**config.mk**
```make
export PLATFORM = sky130hd
export DESIGN_NAME = lamp_state_pulse_sequencer_unit_flat
export DESIGN_NICKNAME = d
export VERILOG_FILES = /design/src/rtl/lsps_pkg.sv /design/src/rtl/lsps_in_if.sv /design/src/rtl/lsps_out_if.sv /design/src/rtl/lamp_state_pulse_sequencer_unit.sv /design/src/flat_wrapper.sv
export VERILOG_INCLUDE_DIRS = /design/src /design/src/rtl
export SDC_FILE = /design/constraint.sdc
export NUM_CORES = 1
export LEC_CHECK = 0
export ABC_AREA = 1
export BUFFER_PORTS_ARGS = -buffer_cell sky130_fd_sc_hd__buf_2
export CAP_MARGIN = 20
export CORE_MARGIN = 4
export CORE_UTILIZATION = 53
export DETAILED_ROUTE_END_ITERATION = 8
export PLACE_DENSITY_LB_ADDON = 0.12
export SYNTH_ARGS = -nofsm -noshare
export SYNTH_HDL_FRONTEND = slang
export SYNTH_SLANG_ARGS = --single-unit
```
**constraint.sdc**
```tcl
create_clock -name clk -period 1.8 [get_ports clk]
set_input_delay 0.18 -clock clk [delete_from_list [all_inputs] [get_ports clk]]
set_output_delay 0.18 -clock clk [all_outputs]
set_load 0.05 [all_outputs]
```
**src/rtl/assert_macros.svh**
```systemverilog
// ----------------------------------------------------------------------------
// Assertion macros
// Shared concurrent assertion shorthands for the lamp sequencer RTL.
// ----------------------------------------------------------------------------
`ifndef ASSERT_MACROS_SVH
`define ASSERT_MACROS_SVH

// cond must hold at every clock edge out of reset
`define ASSERT_ALWAYS(lbl, clk, rstn, cond, msg) \
  lbl: assert property (@(posedge clk) disable iff (!rstn) (cond)) \
    else $error(msg);

// ante implies cons in the same cycle
`define ASSERT_IMPLIES(lbl, clk, rstn, ante, cons, msg) \
  lbl: assert property (@(posedge clk) disable iff (!rstn) (ante) |-> (cons)) \
    else $error(msg);

// ante implies cons in the next cycle
`define ASSERT_NEXT(lbl, clk, rstn, ante, cons, msg) \
  lbl: assert property (@(posedge clk) disable iff (!rstn) (ante) |=> (cons)) \
    else $error(msg);

`endif

```
**src/rtl/lsps_pkg.sv**
```systemverilog
// ----------------------------------------------------------------------------
// lsps_pkg
// Types, codes and constants of the lamp state pulse sequencer.
// ----------------------------------------------------------------------------
`timescale 1ns / 1ps
`default_nettype none

package lsps_pkg;

  localparam int NUM_STATES       = 8;
  localparam int SETTLE_TICKS_DEF = 10;
  localparam int ON_CODE_DEF      = 1;

  localparam int STATE_W    = 3;
  localparam int REQ_W      = 3;
  localparam int OPT_W      = 8;
  localparam int TIMER_W    = 16;
  localparam int CFG_ADDR_W = 3;
  localparam int CFG_DATA_W = 16;

  typedef logic [REQ_W-1:0]      req_type_t;
  typedef logic [OPT_W-1:0]      option_t;
  typedef logic [STATE_W-1:0]    lamp_state_t;
  typedef logic [TIMER_W-1:0]    timer_t;
  typedef logic [CFG_ADDR_W-1:0] cfg_addr_t;
  typedef logic [CFG_DATA_W-1:0] cfg_data_t;

  localparam req_type_t REQ_TICK  = 3'd0;
  localparam req_type_t REQ_POWER = 3'd1;
  localparam req_type_t REQ_STATE = 3'd2;
  localparam req_type_t REQ_LIGHT = 3'd3;

  localparam cfg_addr_t CFG_PULSE_WIDTH = 3'd0;
  localparam cfg_addr_t CFG_PULSE_GAP   = 3'd1;
  localparam cfg_addr_t CFG_TRIG_INV    = 3'd2;
  localparam cfg_addr_t CFG_POWER_INV   = 3'd3;
  localparam cfg_addr_t CFG_LIGHT_INV   = 3'd4;

  localparam timer_t PULSE_WIDTH_RST = 16'd50;
  localparam timer_t PULSE_GAP_RST   = 16'd100;

  typedef enum logic [2:0] {
    ST_OK      = 3'd0,
    ST_SAME    = 3'd1,
    ST_INVALID = 3'd2,
    ST_UNKNOWN = 3'd3,
    ST_BUSY    = 3'd4
  } status_t;

  typedef enum logic [3:0] {
    PH_IDLE   = 4'b0001,
    PH_PULSE  = 4'b0010,
    PH_GAP    = 4'b0100,
    PH_SETTLE = 4'b1000
  } phase_t;

  typedef struct packed {
    status_t     status;
    logic        trigger_pin;
    logic        power_pin;
    logic        light_pin;
    lamp_state_t lamp_state;
    logic        busy_res;
  } result_t;

endpackage

`default_nettype wire

```
**src/rtl/lsps_in_if.sv**
```systemverilog
// ----------------------------------------------------------------------------
// lsps_in_if
// Command channel: valid/ready handshake with request type and option.
// ----------------------------------------------------------------------------
`timescale 1ns / 1ps
`default_nettype none

interface lsps_in_if;
  import lsps_pkg::*;

  logic      valid;
  logic      ready;
  req_type_t req_type;
  option_t   option;

  modport source (output valid, output req_type, output option, input ready);
  modport sink   (input valid, input req_type, input option, output ready);
endinterface

`default_nettype wire

```
**src/rtl/lsps_out_if.sv**
```systemverilog
// ----------------------------------------------------------------------------
// lsps_out_if
// Result channel: valid/ready handshake with status and pin levels.
// ----------------------------------------------------------------------------
`timescale 1ns / 1ps
`default_nettype none

interface lsps_out_if;
  import lsps_pkg::*;

  logic        valid;
  logic        ready;
  status_t     status;
  logic        trigger_pin;
  logic        power_pin;
  logic        light_pin;
  lamp_state_t lamp_state;
  logic        busy_res;

  modport source (output valid, output status, output trigger_pin, output power_pin,
                  output light_pin, output lamp_state, output busy_res, input ready);
  modport sink   (input valid, input status, input trigger_pin, input power_pin,
                  input light_pin, input lamp_state, input busy_res, output ready);
endinterface

`default_nettype wire

```
**src/rtl/lamp_state_pulse_sequencer_unit.sv**
```systemverilog
// ----------------------------------------------------------------------------
// lamp_state_pulse_sequencer_unit
// Lamp trigger/power/light sequencer driven by commands and millisecond ticks.
// ----------------------------------------------------------------------------
// Takes one item per clock while in_if.ready is high and answers each with
// one result from the result register; a stalled result side delays it
// further. The command decode and the phase/timer update are a single
// combinational pass from the stored sequencer state into a result register;
// a two-entry result buffer (head plus skid) lets a new item in while an
// earlier result still waits, so in_if.ready drops only when both entries are
// full. Configuration writes take effect on the next edge. After reset the
// block reports busy until SETTLE_TICKS tick items have been seen.
`timescale 1ns / 1ps
`default_nettype none

`include "assert_macros.svh"

module lamp_state_pulse_sequencer_unit #(
  parameter int SETTLE_TICKS = lsps_pkg::SETTLE_TICKS_DEF,
  parameter int ON_CODE      = lsps_pkg::ON_CODE_DEF
) (
  input  wire                 clk,
  input  wire                 rst_n,
  lsps_in_if.sink             in_if,
  lsps_out_if.source          out_if,
  input  wire                 cfg_we,
  input  lsps_pkg::cfg_addr_t cfg_addr,
  input  lsps_pkg::cfg_data_t cfg_wdata
);
  import lsps_pkg::*;

  localparam timer_t      SETTLE_T = TIMER_W'(SETTLE_TICKS);
  localparam option_t     ON_OPT   = OPT_W'(ON_CODE);
  localparam lamp_state_t LAST_ST  = STATE_W'(NUM_STATES - 1);

  timer_t      width_r, gap_r;
  logic        trig_inv_r, power_inv_r, light_inv_r;

  lamp_state_t ind_r, ind_nxt;
  lamp_state_t pulses_r, pulses_nxt;
  phase_t      phase_r, phase_nxt;
  timer_t      timer_r, timer_nxt;
  logic        power_r, power_nxt;
  logic        light_r, light_nxt;

  result_t     res_nxt, head_r, skid_r;
  logic        head_v_r, skid_v_r;
  status_t     status_nxt;

  logic        push, pop;
  lamp_state_t ind_inc, pulses_dec, opt_st, diff;
  logic [STATE_W:0] diff_ext;
  phase_t      settle_ph;

  assign push = in_if.valid && in_if.ready;
  assign pop  = head_v_r && out_if.ready;
  assign in_if.ready = !skid_v_r;

  assign ind_inc    = (ind_r == LAST_ST) ? '0 : ind_r + 1'b1;
  assign pulses_dec = (pulses_r != '0) ? pulses_r - 1'b1 : '0;
  assign opt_st     = in_if.option[STATE_W-1:0];
  assign diff_ext   = (opt_st >= ind_r) ? {1'b0, opt_st} - {1'b0, ind_r}
                    : {1'b0, opt_st} + (STATE_W+1)'(NUM_STATES) - {1'b0, ind_r};
  assign diff       = diff_ext[STATE_W-1:0];
  assign settle_ph  = (SETTLE_T == '0) ? PH_IDLE : PH_SETTLE;

  // config registers
  always_ff @(posedge clk) begin
    if (!rst_n) begin
      width_r     <= PULSE_WIDTH_RST;
      gap_r       <= PULSE_GAP_RST;
      trig_inv_r  <= 1'b0;
      power_inv_r <= 1'b0;
      light_inv_r <= 1'b0;
    end else if (cfg_we) begin
      unique case (cfg_addr)
        CFG_PULSE_WIDTH: width_r     <= cfg_wdata;
        CFG_PULSE_GAP:   gap_r       <= cfg_wdata;
        CFG_TRIG_INV:    trig_inv_r  <= cfg_wdata[0];
        CFG_POWER_INV:   power_inv_r <= cfg_wdata[0];
        CFG_LIGHT_INV:   light_inv_r <= cfg_wdata[0];
        default: ;
      endcase
    end
  end

  // item processing
  always_comb begin
    ind_nxt    = ind_r;
    pulses_nxt = pulses_r;
    phase_nxt  = phase_r;
    timer_nxt  = timer_r;
    power_nxt  = power_r;
    light_nxt  = light_r;
    status_nxt = ST_OK;
    if (push) begin
      case (in_if.req_type) inside
        REQ_TICK: begin
          unique case (phase_r)
            PH_PULSE: begin
              if (timer_r > 16'd1) begin
                timer_nxt = timer_r - 1'b1;
              end else begin
                ind_nxt    = ind_inc;
                pulses_nxt = pulses_dec;
                if (pulses_dec == '0) begin
                  phase_nxt = PH_IDLE;
                  timer_nxt = '0;
                end else if (gap_r == '0) begin
                  phase_nxt = PH_PULSE;
                  timer_nxt = width_r;
                end else begin
                  phase_nxt = PH_GAP;
                  timer_nxt = gap_r;
                end
              end
            end
            PH_GAP: begin
              if (timer_r > 16'd1) begin
                timer_nxt = timer_r - 1'b1;
              end else begin
                phase_nxt = PH_PULSE;
                timer_nxt = width_r;
              end
            end
            PH_SETTLE: begin
              if (timer_r > 16'd1) begin
                timer_nxt = timer_r - 1'b1;
              end else begin
                phase_nxt = PH_IDLE;
                timer_nxt = '0;
              end
            end
            PH_IDLE: ;
            default: ;
          endcase
        end
        REQ_POWER, REQ_STATE, REQ_LIGHT: begin
          if (phase_r != PH_IDLE) begin
            status_nxt = ST_BUSY;
          end else if (in_if.req_type == REQ_POWER) begin
            power_nxt = (in_if.option == ON_OPT);
            if (in_if.option == ON_OPT) begin
              phase_nxt = settle_ph;
              timer_nxt = SETTLE_T;
            end
          end else if (in_if.req_type == REQ_LIGHT) begin
            light_nxt = (in_if.option == ON_OPT);
          end else if ({1'b0, in_if.option} >= (OPT_W+1)'(NUM_STATES)) begin
            status_nxt = ST_INVALID;
          end else if (opt_st == ind_r) begin
            status_nxt = ST_SAME;
          end else begin
            pulses_nxt = diff;
            phase_nxt  = PH_PULSE;
            timer_nxt  = width_r;
          end
        end
        default: status_nxt = ST_UNKNOWN;
      endcase
    end

    res_nxt.status      = status_nxt;
    res_nxt.trigger_pin = (phase_nxt == PH_PULSE) ^ trig_inv_r;
    res_nxt.power_pin   = power_nxt ^ power_inv_r;
    res_nxt.light_pin   = light_nxt ^ light_inv_r;
    res_nxt.lamp_state  = ind_nxt;
    res_nxt.busy_res    = (phase_nxt != PH_IDLE);
  end

  always_ff @(posedge clk) begin
    if (!rst_n) begin
      ind_r    <= '0;
      pulses_r <= '0;
      phase_r  <= settle_ph;
      timer_r  <= SETTLE_T;
      power_r  <= 1'b1;
      light_r  <= 1'b0;
    end else begin
      ind_r    <= ind_nxt;
      pulses_r <= pulses_nxt;
      phase_r  <= phase_nxt;
      timer_r  <= timer_nxt;
      power_r  <= power_nxt;
      light_r  <= light_nxt;
    end
  end

  // result buffer: head plus skid
  always_ff @(posedge clk) begin
    if (!rst_n) begin
      head_v_r <= 1'b0;
      skid_v_r <= 1'b0;
    end else begin
      if (pop) begin
        if (skid_v_r) begin
          skid_v_r <= 1'b0;
        end else begin
          head_v_r <= push;
        end
      end else if (push) begin
        if (head_v_r) begin
          skid_v_r <= 1'b1;
        end else begin
          head_v_r <= 1'b1;
        end
      end
    end
  end

  always_ff @(posedge clk) begin
    if (pop && skid_v_r) begin
      head_r <= skid_r;
    end else if (push && (pop || !head_v_r)) begin
      head_r <= res_nxt;
    end
    if (push && head_v_r && !pop) begin
      skid_r <= res_nxt;
    end
  end

  assign out_if.valid       = head_v_r;
  assign out_if.status      = head_r.status;
  assign out_if.trigger_pin = head_r.trigger_pin;
  assign out_if.power_pin   = head_r.power_pin;
  assign out_if.light_pin   = head_r.light_pin;
  assign out_if.lamp_state  = head_r.lamp_state;
  assign out_if.busy_res    = head_r.busy_res;

  `ASSERT_IMPLIES(a_skid_needs_head, clk, rst_n, skid_v_r, head_v_r,
                  "skid entry held without a head entry")
  `ASSERT_ALWAYS(a_pulses_match_phase, clk, rst_n,
                 ((phase_r == PH_PULSE) || (phase_r == PH_GAP)) == (pulses_r != '0),
                 "pulse count disagrees with phase")
  `ASSERT_ALWAYS(a_state_in_range, clk, rst_n, ind_r <= LAST_ST,
                 "indicator state out of range")
  `ASSERT_NEXT(a_state_cmd_starts_pulse, clk, rst_n,
               push && (in_if.req_type == REQ_STATE) && (status_nxt == ST_OK),
               phase_r == PH_PULSE,
               "accepted set-state did not start a pulse")

endmodule

`default_nettype wire
```
**src/flat_wrapper.sv**
```systemverilog
// flat-port wrapper written by rule: the top's interface ports become plain ports
module lamp_state_pulse_sequencer_unit_flat import lsps_pkg::*;
#(
  parameter int SETTLE_TICKS = lsps_pkg::SETTLE_TICKS_DEF,
  parameter int ON_CODE      = lsps_pkg::ON_CODE_DEF
)
  (clk, rst_n, cfg_we, cfg_addr, cfg_wdata, in_if_valid, in_if_req_type, in_if_option, in_if_ready, out_if_valid, out_if_status, out_if_trigger_pin, out_if_power_pin, out_if_light_pin, out_if_lamp_state, out_if_busy_res, out_if_ready);
  lsps_in_if in_if_i ();
  lsps_out_if out_if_i ();
  input  wire clk;
  input  wire rst_n;
  input  wire cfg_we;
  input  lsps_pkg::cfg_addr_t cfg_addr;
  input  lsps_pkg::cfg_data_t cfg_wdata;
  input wire logic [$bits(in_if_i.valid)-1:0] in_if_valid;
  input wire logic [$bits(in_if_i.req_type)-1:0] in_if_req_type;
  input wire logic [$bits(in_if_i.option)-1:0] in_if_option;
  output wire logic [$bits(in_if_i.ready)-1:0] in_if_ready;
  output wire logic [$bits(out_if_i.valid)-1:0] out_if_valid;
  output wire logic [$bits(out_if_i.status)-1:0] out_if_status;
  output wire logic [$bits(out_if_i.trigger_pin)-1:0] out_if_trigger_pin;
  output wire logic [$bits(out_if_i.power_pin)-1:0] out_if_power_pin;
  output wire logic [$bits(out_if_i.light_pin)-1:0] out_if_light_pin;
  output wire logic [$bits(out_if_i.lamp_state)-1:0] out_if_lamp_state;
  output wire logic [$bits(out_if_i.busy_res)-1:0] out_if_busy_res;
  input wire logic [$bits(out_if_i.ready)-1:0] out_if_ready;
  assign in_if_i.valid = in_if_valid;
  assign in_if_i.req_type = in_if_req_type;
  assign in_if_i.option = in_if_option;
  assign in_if_ready = in_if_i.ready;
  assign out_if_valid = out_if_i.valid;
  assign out_if_status = out_if_i.status;
  assign out_if_trigger_pin = out_if_i.trigger_pin;
  assign out_if_power_pin = out_if_i.power_pin;
  assign out_if_light_pin = out_if_i.light_pin;
  assign out_if_lamp_state = out_if_i.lamp_state;
  assign out_if_busy_res = out_if_i.busy_res;
  assign out_if_i.ready = out_if_ready;
  lamp_state_pulse_sequencer_unit #(.SETTLE_TICKS(SETTLE_TICKS), .ON_CODE(ON_CODE)) u_core (.clk(clk), .rst_n(rst_n), .in_if(in_if_i), .out_if(out_if_i), .cfg_we(cfg_we), .cfg_addr(cfg_addr), .cfg_wdata(cfg_wdata));
endmodule
```
Word-level counts from Yosys, hierarchy flattened
Index checks and enable logic that the tools add are counted.

word-level totals
  bits in registers = 85
  input bits = 35
  output and inout port bits = 12

cells by class
  $add $sub $neg = 6
  magnitude comparators = 3
  equality and inequality tests = 29
  multiplexer cells = 69
  bitwise logic cells = 4
  reduce and logical (&&, ||, !) cells = 29

operator list
  operator                                                            count
  two-way mux 16 bit                                                  13
  two-way mux 3 bit                                                   25
  two-way mux 4 bit                                                   12
  case mux 16 bit (3 select lines)                                    1
  two-way mux 10 bit                                                  2
  greater-than comparator 16 x 1 -> 1 bit (second input constant)     1
  logical NOT 16 bit                                                  1
  subtractor 16 x 1 -> 16 bit (second input constant)                 1
  two-way mux 1 bit                                                   15
  AND reduction 2 bit                                                 7
  equality test 3 x 2 -> 1 bit (second input constant)                4
  case mux 4 bit (3 select lines)                                     1
  != test 2 x 1 -> 1 bit (second input constant)                      5
  logical NOT 3 bit                                                   3
  != test 3 x 1 -> 1 bit (second input constant)                      3
  AND reduction 9 bit                                                 1
  equality test 4 x 2 -> 1 bit (second input constant)                2
  equality test 8 x 1 -> 1 bit (second input constant)                1
  greater-or-equal comparator 8 x 4 -> 1 bit (second input constant)  1
  != test 4 x 1 -> 1 bit (second input constant)                      2
  AND reduction 8 bit                                                 1
  adder 3 x 1 -> 3 bit (second input constant)                        2
  equality test 3 x 1 -> 1 bit (second input constant)                2
  equality test 3 bit (second input constant)                         2
  other kinds (18)                                                    32

Longest topological paths before layout
Gate-level depths: netlist (run 1).

  word-level depth = 13
  gate-level depth with buffers = 15
  mapped depth without buffers = 15

Least setup slack after synthesis (run 1)
No wires, ideal clock.

  path kind = register to register
  from = reg u_core.skid_v_r
  to = reg u_core.head_r (netlist bit u_core.out_if.busy_res) (enable)
  library setup time = 391 ps
  data arrival time = 1764 ps
  data required time = 1409 ps
  slack = -355 ps
  stages on the path, launching flop included = 5
  clock period less this slack = 2155 ps
  cells stage by stage = dfxtp_1 > inv_1 > nand2_1 > buf_2 > o21ai_0

on the way
  word-level cells in the longest chain between the ends = 4
  elaborated cells between the ends (all ways) = 5
  classes of those cells = reduce/logical (5)

RTL lines
  element                              line                                    RTL
  start, declared                      lamp_state_pulse_sequencer_unit.sv:47   logic head_v_r, skid_v_r;
  start signal, assigned               lamp_state_pulse_sequencer_unit.sv:193  skid_v_r <= 1'b0;
  start signal, assigned               lamp_state_pulse_sequencer_unit.sv:197  skid_v_r <= 1'b0;
  start signal, assigned               lamp_state_pulse_sequencer_unit.sv:203  skid_v_r <= 1'b1;
  logical NOT 1 bit                    lamp_state_pulse_sequencer_unit.sv:57   assign in_if.ready = !skid_v_r;
  net in_if_ready                      flat_wrapper.sv:18                      output wire logic [$bits(in_if_i.ready)-1:0] in_if_ready;
  logical AND 1 bit                    lamp_state_pulse_sequencer_unit.sv:55   assign push = in_if.valid && in_if.ready;
  logical AND 1 bit                    lamp_state_pulse_sequencer_unit.sv:214  end else if (push && (pop || !head_v_r)) begin
  nonzero test 2 bit (no source line)  n/a
  end signal, assigned                 lamp_state_pulse_sequencer_unit.sv:213  head_r <= skid_r;
  end signal, assigned                 lamp_state_pulse_sequencer_unit.sv:215  head_r <= res_nxt;
  end, declared                        lamp_state_pulse_sequencer_unit.sv:46   result_t res_nxt, head_r, skid_r;

The timed path passes the listed nets, and every way through them passes these cells.
A chain may end at the register's enable or synchronous reset.

==> results of run 1 <==
==> power by group through the flow <==
stage	registers [mW]	clock network (mW)	logic [mW]
floorplan	2.14	0	0.297
global route	2.04	1.60	0.766
global placement	2.08	0	0.562
finish	2.04	1.51	0.701
CTS	2.03	1.52	0.605
detailed placement	2.08	0	0.573
==> registers in the layout, indices dropped and copies added (netlist names), 3 cells and up <==
name / count
u_core.width_r: 16
u_core.gap_r: 16
u_core.out_if.status: 3
u_core.pulses_r: 3
u_core.ind_r: 3
u_core.timer_r: 16
u_core.skid_r: 10
u_core.phase_r: 4
u_core.out_if.lamp_state: 3
==> worst paths after layout <==
| path | start | to | slack, ns | depth (start not counted) |
|---|---|---|---|---|
| worst max-delay path | u_core.timer_r[11] | u_core.skid_r[6] | -0.21 | 11 |
| worst min-delay path | cfg_wdata[5] | u_core.width_r[5] | 0.03 | 3 |
| worst max register to register | u_core.timer_r[11] | u_core.skid_r[6] | -0.21 | 11 |
| worst min register to register | u_core.power_r | u_core.power_r | 0.47 | 2 |
==> repair_timing <==
| item | 4_1_cts | 5_1_grt |
|---|---|---|
| setup buffers | 4 | 14 |
| setup endpoints to repair | 29 | 35 |
| pin swaps | 23 | 44 |
| cloned | 0 | 1 |
| resized for setup | 53 | 92 |
==> cells by family after synthesis <==
| family | after synthesis | share of synthesized area |
|---|---|---|
| buf+inv | 105 | 0.0878 |
| simple gates | 285 | 0.266 |
| flops | 85 | 0.394 |
| compound gates | 175 | 0.204 |
| xor+xnor | 12 | 0.0218 |
| mux | 1 | 0.00207 |
| fa+ha+maj | 9 | 0.0249 |
==> worst max-delay path: stages, from the launching register on <==
cell     delay, ns
dfxtp_1       0.34
nor2_4        0.17
nand2_1       0.13
nor2_2        0.17
nand2_1       0.14
nand2_2       0.13
nand2_1       0.08
nand3_2       0.07
nand2_2       0.08
a21oi_4       0.18
nand4_1       0.14
and2_1        0.16
==> per-stage QoR <==
stage | power (mW) | util | hold WS, ns | TNS, ns | instance area (um2)
CTS | 4.16 | 0.695 | 0.0203 | -1.43 | 6120
floorplan | 2.43 | - | 0.293 | -0.638 | 4860
detailed placement | 2.65 | 0.651 | 0.401 | -1.66 | 5730
finish | 4.24 | 0.748 | 0.0265 | -2.21 | 6590
global route | 4.41 | 0.748 | 0.0450 | -4.88 | 6590
global placement | 2.64 | 0.651 | 0.393 | -0.984 | 5730
==> layer usage <==
metal | global-route usage | vias up | part of all wire
met5 | 0 | - | 0
met4 | 0.0608 | 0 | 0.021
met3 | 0.0469 | 28 | 0.046
met2 | 0.428 | 149 | 0.50
met1 | 0.318 | 2349 | 0.44
li1 | - | 2478 | -
==> cells in the final DEF (no fill, tap or decap), types with 19 or more instances in the layout <==
master / Yosys / layout
buf_2: 4 / 46
a21oi_1: 63 / 55
nor2_1: 88 / 67
inv_1: 75 / 72
buf_4: 4 / 78
o21ai_0: 70 / 50
dfxtp_1: 65 / 56
nand3_1: 34 / 26
edfxtp_1: 20 / 20
nand2_2: 10 / 19
nand2_1: 117 / 104
nor2_2: 6 / 19
==> area by class of cell <==
| cell class | count | area, um2 |
|---|---|---|
| Clock buffer | 10 | 128 |
| Clock inverter | 6 | 86.3 |
| Fill cell | 653 | 2220 |
| Inverter | 82 | 324 |
| Multi-Input combinational cell | 482 | 2940 |
| Sequential cell | 85 | 1920 |
| Tap cell | 108 | 135 |
| Timing Repair Buffer | 141 | 1060 |
==> out/metrics.yaml, run 1 <==
outcome:
  outcome: "complete, but fails checks"
  failed_checks: "negative setup slack"
power:
  switching_share: 0.279
  powerDensity_nw_per_um2: 644
  p_leak_nw: 2.87
  p_int_mw: 3.06
  ir_drop_mv: 0.475
  pwr-share-seq: 0.480
  pwr-share-clk: 0.355
  combPwrFrac: 0.165
  switching_power_mw: 1.19
logic_synthesis:
  syn-num-nets: 716
  synth_most_common_cell: "nand2_1"
  synth-seq-cells: 85
  syn_inst: 672
  ys_warn_count: 0
  ys_async_sr_fraction: 0
  synthDistinctLibCells: 46
  synth-seq-area-share: 0.394
  synth_ff_type: "dfxtp_1"
  synth_top_area_cell: "dfxtp_1"
  syn_avg_cell_area_um2: 7.19
  yosys-top-cells-area: "dfxtp_1 (27%), edfxtp_1 (12%), nand2_1 (9.1%), o21ai_0 (7.3%), nor2_1 (6.8%)"
  synth_edf_count: 20
  yosysTopAreaCellShare: 0.269
  synth_commonest_cells: "nand2_1 (117), nor2_1 (88), inv_1 (75)"
  synth_area_um2: 4830
sta:
  fin_crit_sh: 1.12
  setup_viol: 23
  maxSlewHeadroom: 0.575
  setup_slack_ns: -0.212
  post-route-min-period_ns: 2.01
  hold_violations: 0
  finalClockSkew_ns: 0.0169
  max_freq_ghz: 0.497
  slew_viol_final: 0
  worst_pin_slew_ns: 0.637
  grt_setup_unrepaired: "true"
clocking:
  cts_buffers: 9
  cts_sinks: 85
  clkTransAtPathRegs_ns: 0.10
  cts_hold_buf: 0
  cts_tree: "built"
  htree_levels: 3
  cts_buffer_depth: 2
  cts-root-buf: "clkbuf_8"
  clkLatencyLatePin_ns: 0.37
cells_and_area:
  stdcell_count: 914
  area_growth_pct: 36.4
  num_antenna_cells: 0
  finalNetCount: 845
  drive_above_1_share: 0.366
grt:
  grt_max_degree: 55
  grt_pass1_vias: 4633
  overflow: 0
  grt_usage: 0.247
  antenna_found_initial: 0
  grt_pass1_wl_mm: 21.0
worst_hold_path:
  hp-class: "in2reg"
critical_path:
  path_max_fanout: 4
  worst_ep_required_time_ns: 1.94
  critPathCaptureType: "register"
  start_kind: "register"
  critPathKind: "reg2reg"
  crit_arrival_ns: 2.15
drt:
  num_vias: 5004
  drtAntennaViolNets: 0
  wl_per_cell_um: 15.2
  drt_iter0_drc: 244
  finalWirelength_mm: 13.9
  via_per_inst: 5.47
  drc: 0
  dr.pass1.iters: 5
placed_design:
  preCtsSetupSlack_ns: -0.241
  gp_congestion: 0.860
  io_buffers: 46
  placed_cells: 881
  dpl.hpwl_mm: 9.45
die:
  die_h_um: 103
  ioPinCount: 47
  initial_core_util: 0.548
  core_area_um2: 8810
  dieArea_um2: 10700
  rows: 34
  die_w_um: 103
flow_run:
  maxCapViolCount: 0
No activity file was read; power rests on OpenSTA's default activity.
==> inputs of run 2 (changes only) <==
Settings changed: CORE_MARGIN 4 to 5.
==> out/metrics.yaml, run 2 (synthesized netlist as in run 1, its figures left out) <==
grt:
  grt_pass1_vias: 4805  # was 4633
  grt_util_met1: 0.295  # was 0.318
  grt_max_degree: 55  # unchanged
  groute.layer.met2.usage: 0.408  # was 0.428
  top_usage_layer: "met2"  # unchanged
  antenna_found_initial: 0  # unchanged
  grt_usage: 0.237  # was 0.247
  use_met3: 0.0495  # was 0.0469
  overflow: 0  # unchanged
  grt_pass1_wl_mm: 21.7  # was 21.0 mm
worst_hold_path:
  whs_path_depth: 3  # unchanged
  hp-class: "in2reg"  # unchanged
  hold_end: "u_core.width_r[4]"  # was u_core.width_r[5]
  min_from: "cfg_wdata[4]"  # was cfg_wdata[5]
critical_path:
  critPathKind: "reg2reg"  # unchanged
  timing.rr.end: "u_core.out_if.lamp_state[1]"  # was u_core.skid_r[6]
  critPathCaptureType: "register"  # unchanged
  path_max_fanout: 5  # was 4
  crit_arrival_ns: 2.13  # was 2.15 ns
  r2r-start: "u_core.timer_r[0]"  # was u_core.timer_r[11]
  worstRegToRegCells: 13  # was 11
  start_kind: "register"  # unchanged
  worst_ep_required_time_ns: 2.01  # was 1.94 ns
  ff2ff_setup_slack_ns: -0.11  # was -0.21 ns
die:
  die_w_um: 105  # was 103 um
  core_area_um2: 8810  # unchanged
  initial_core_util: 0.548  # unchanged
  ioPinCount: 47  # unchanged
  dieArea_um2: 11100  # was 10700 um2
  die_h_um: 105  # was 103 um
  rows: 34  # unchanged
flow_run:
  maxCapViolCount: 0  # unchanged
placed_design:
  dpl.hpwl_mm: 9.52  # was 9.45 mm
  preCtsSetupSlack_ns: -0.207  # was -0.241 ns
  gp_congestion: 0.824  # was 0.860
  placed_cells: 880  # was 881
  place_area_um2: 5720  # was 5730 um2
  io_buffers: 46  # unchanged
outcome:
  failed_checks: "negative setup slack"  # unchanged
  outcome: "complete, but fails checks"  # unchanged
sta:
  max_freq_ghz: 0.522  # was 0.497 GHz
  finalClockSkew_ns: 0.0105  # was 0.0169 ns
  hold_violations: 0  # unchanged
  post-route-min-period_ns: 1.91  # was 2.01 ns
  fin_crit_sh: 1.06  # was 1.12
  setup_viol: 23  # unchanged
  maxSlewHeadroom: 0.559  # was 0.575
  setup_slack_ns: -0.115  # was -0.212 ns
  slew_viol_final: 0  # unchanged
  worst_pin_slew_ns: 0.660  # was 0.637 ns
  grt_setup_unrepaired: "true"  # unchanged
drt:
  finalWirelength_mm: 13.3  # was 13.9 mm
  drc: 0  # unchanged
  drt_iter0_drc: 217  # was 244
  num_vias: 4879  # was 5004
  dr.pass1.iters: 5  # unchanged
  drtAntennaViolNets: 0  # unchanged
  via_per_inst: 5.32  # was 5.47
  wl_per_cell_um: 14.5  # was 15.2 um
cells_and_area:
  area_growth_pct: 33.5  # was 36.4%
  mostFrequentLayoutCells: "nand2_1 (112), buf_4 (86), nor2_1 (72), inv_1 (70), a21oi_1 (55)"  # was nand2_1 (104), buf_4 (78), inv_1 (72), nor2_1 (67), dfxtp_1 (56)
  fin_area_um2: 6450  # was 6590 um2
  reg.largest.list: "u_core.gap_r (16), u_core.timer_r (16), u_core.width_r (16)"  # unchanged
  stdcell_count: 917  # was 914
  drive_above_1_share: 0.357  # was 0.366
  final_common_cell: "nand2_1"  # unchanged
  finalNetCount: 848  # was 845
  num_antenna_cells: 0  # unchanged
power:
  powerDensity_nw_per_um2: 608  # was 644 nW/um2
  power.total_mw: 3.92  # was 4.24 mW
  p_leak_nw: 2.80  # was 2.87 nW
  ir_drop_mv: 0.462  # was 0.475 mV
clocking:
  clkLatencyLatePin_ns: 0.36  # was 0.37 ns
  cts-root-buf: "clkbuf_8"  # unchanged
  cts_tree: "built"  # unchanged
  cts_hold_buf: 0  # unchanged
  htree_levels: 3  # unchanged
  clkTransAtPathRegs_ns: 0.09  # was 0.10 ns
  cts_buffer_depth: 2  # unchanged
  cts_sinks: 85  # unchanged
  cts_buffers: 9  # unchanged
==> run 2: cell count changes in the layout (fill, tap and decap cells not counted), moves of 5 or more <==
cell     before  now
nor2_1       67   72
o21ai_1      18   23
nor2_2       19   14
buf_4        78   86
nand2_2      19   13
o21ai_4       8    3
nand2_1     104  112
==> run 2: worst max-delay path by stage <==
stage                             start                     endpoint
finish                u_core.timer_r[0]  u_core.out_if.lamp_state[1]
global route         u_core.pulses_r[0]             u_core.skid_r[6]
CTS                   u_core.timer_r[0]             u_core.skid_r[6]
detailed placement   u_core.timer_r[13]  u_core.out_if.lamp_state[0]
global placement     u_core.pulses_r[1]             u_core.skid_r[6]
floorplan           u_core.out_if.valid       u_core.out_if.busy_res
==> run 2: stage by stage <==
stage / hold slack, ns / utilization / TNS, ns
5_1_grt: 0.0355 / 0.732 / -4.59
6_report: 0.0408 / 0.732 / -0.952
4_1_cts: 0.0180 / 0.695 / -1.12
3_5_place_dp: 0.399 / 0.650 / -2.98
3_3_place_gp: 0.392 / 0.650 / -1.05
2_1_floorplan: 0.293 / - / -0.638
==> run 2: cell type report <==
cell class	instances	area [um2]
inverter	82	324
timing repair buffer	144	1040
fill	684	2360
clock inverter	6	46.3
sequential	85	1930
clock buffer	10	128
multi-input combinational	482	2850
tap	108	135
==> run 2: repair_timing <==
item                                    4_1_cts  5_1_grt
gates resized for setup                      56       68
hold endpoints to repair                      0        0
buffers inserted                              5       17
gates cloned                                  0        1
pin swaps                                    18       23
endpoints found under the setup margin       33       34
==> run 2: layer usage <==
metal / share of wire / wire [um]
met4: 0.012 / 165
met5: 0 / 0
met1: 0.44 / 5800
met2: 0.50 / 6600
met3: 0.053 / 701
==> run 2: worst max-delay path, cell delays in order (launching register included) <==
cell and delay (ns):
dfxtp_4 0.37, inv_4 0.06, ha_4 0.16, o21ai_4 0.06, nor2_4 0.14, nand2_4 0.10, nor2_4 0.19, buf_6 0.12
nand3_2 0.07, inv_2 0.08, nand2_1 0.06, o21ai_2 0.17, inv_2 0.06, o21ai_2 0.11
==> run 2: power breakdown <==
| group | internal (mW) | switching (mW) |
|---|---|---|
| combinational | 0.237 | 0.397 |
| sequential | 2.00 | 0.0308 |
| clock | 0.512 | 0.738 |
| total | 2.75 | 1.17 |
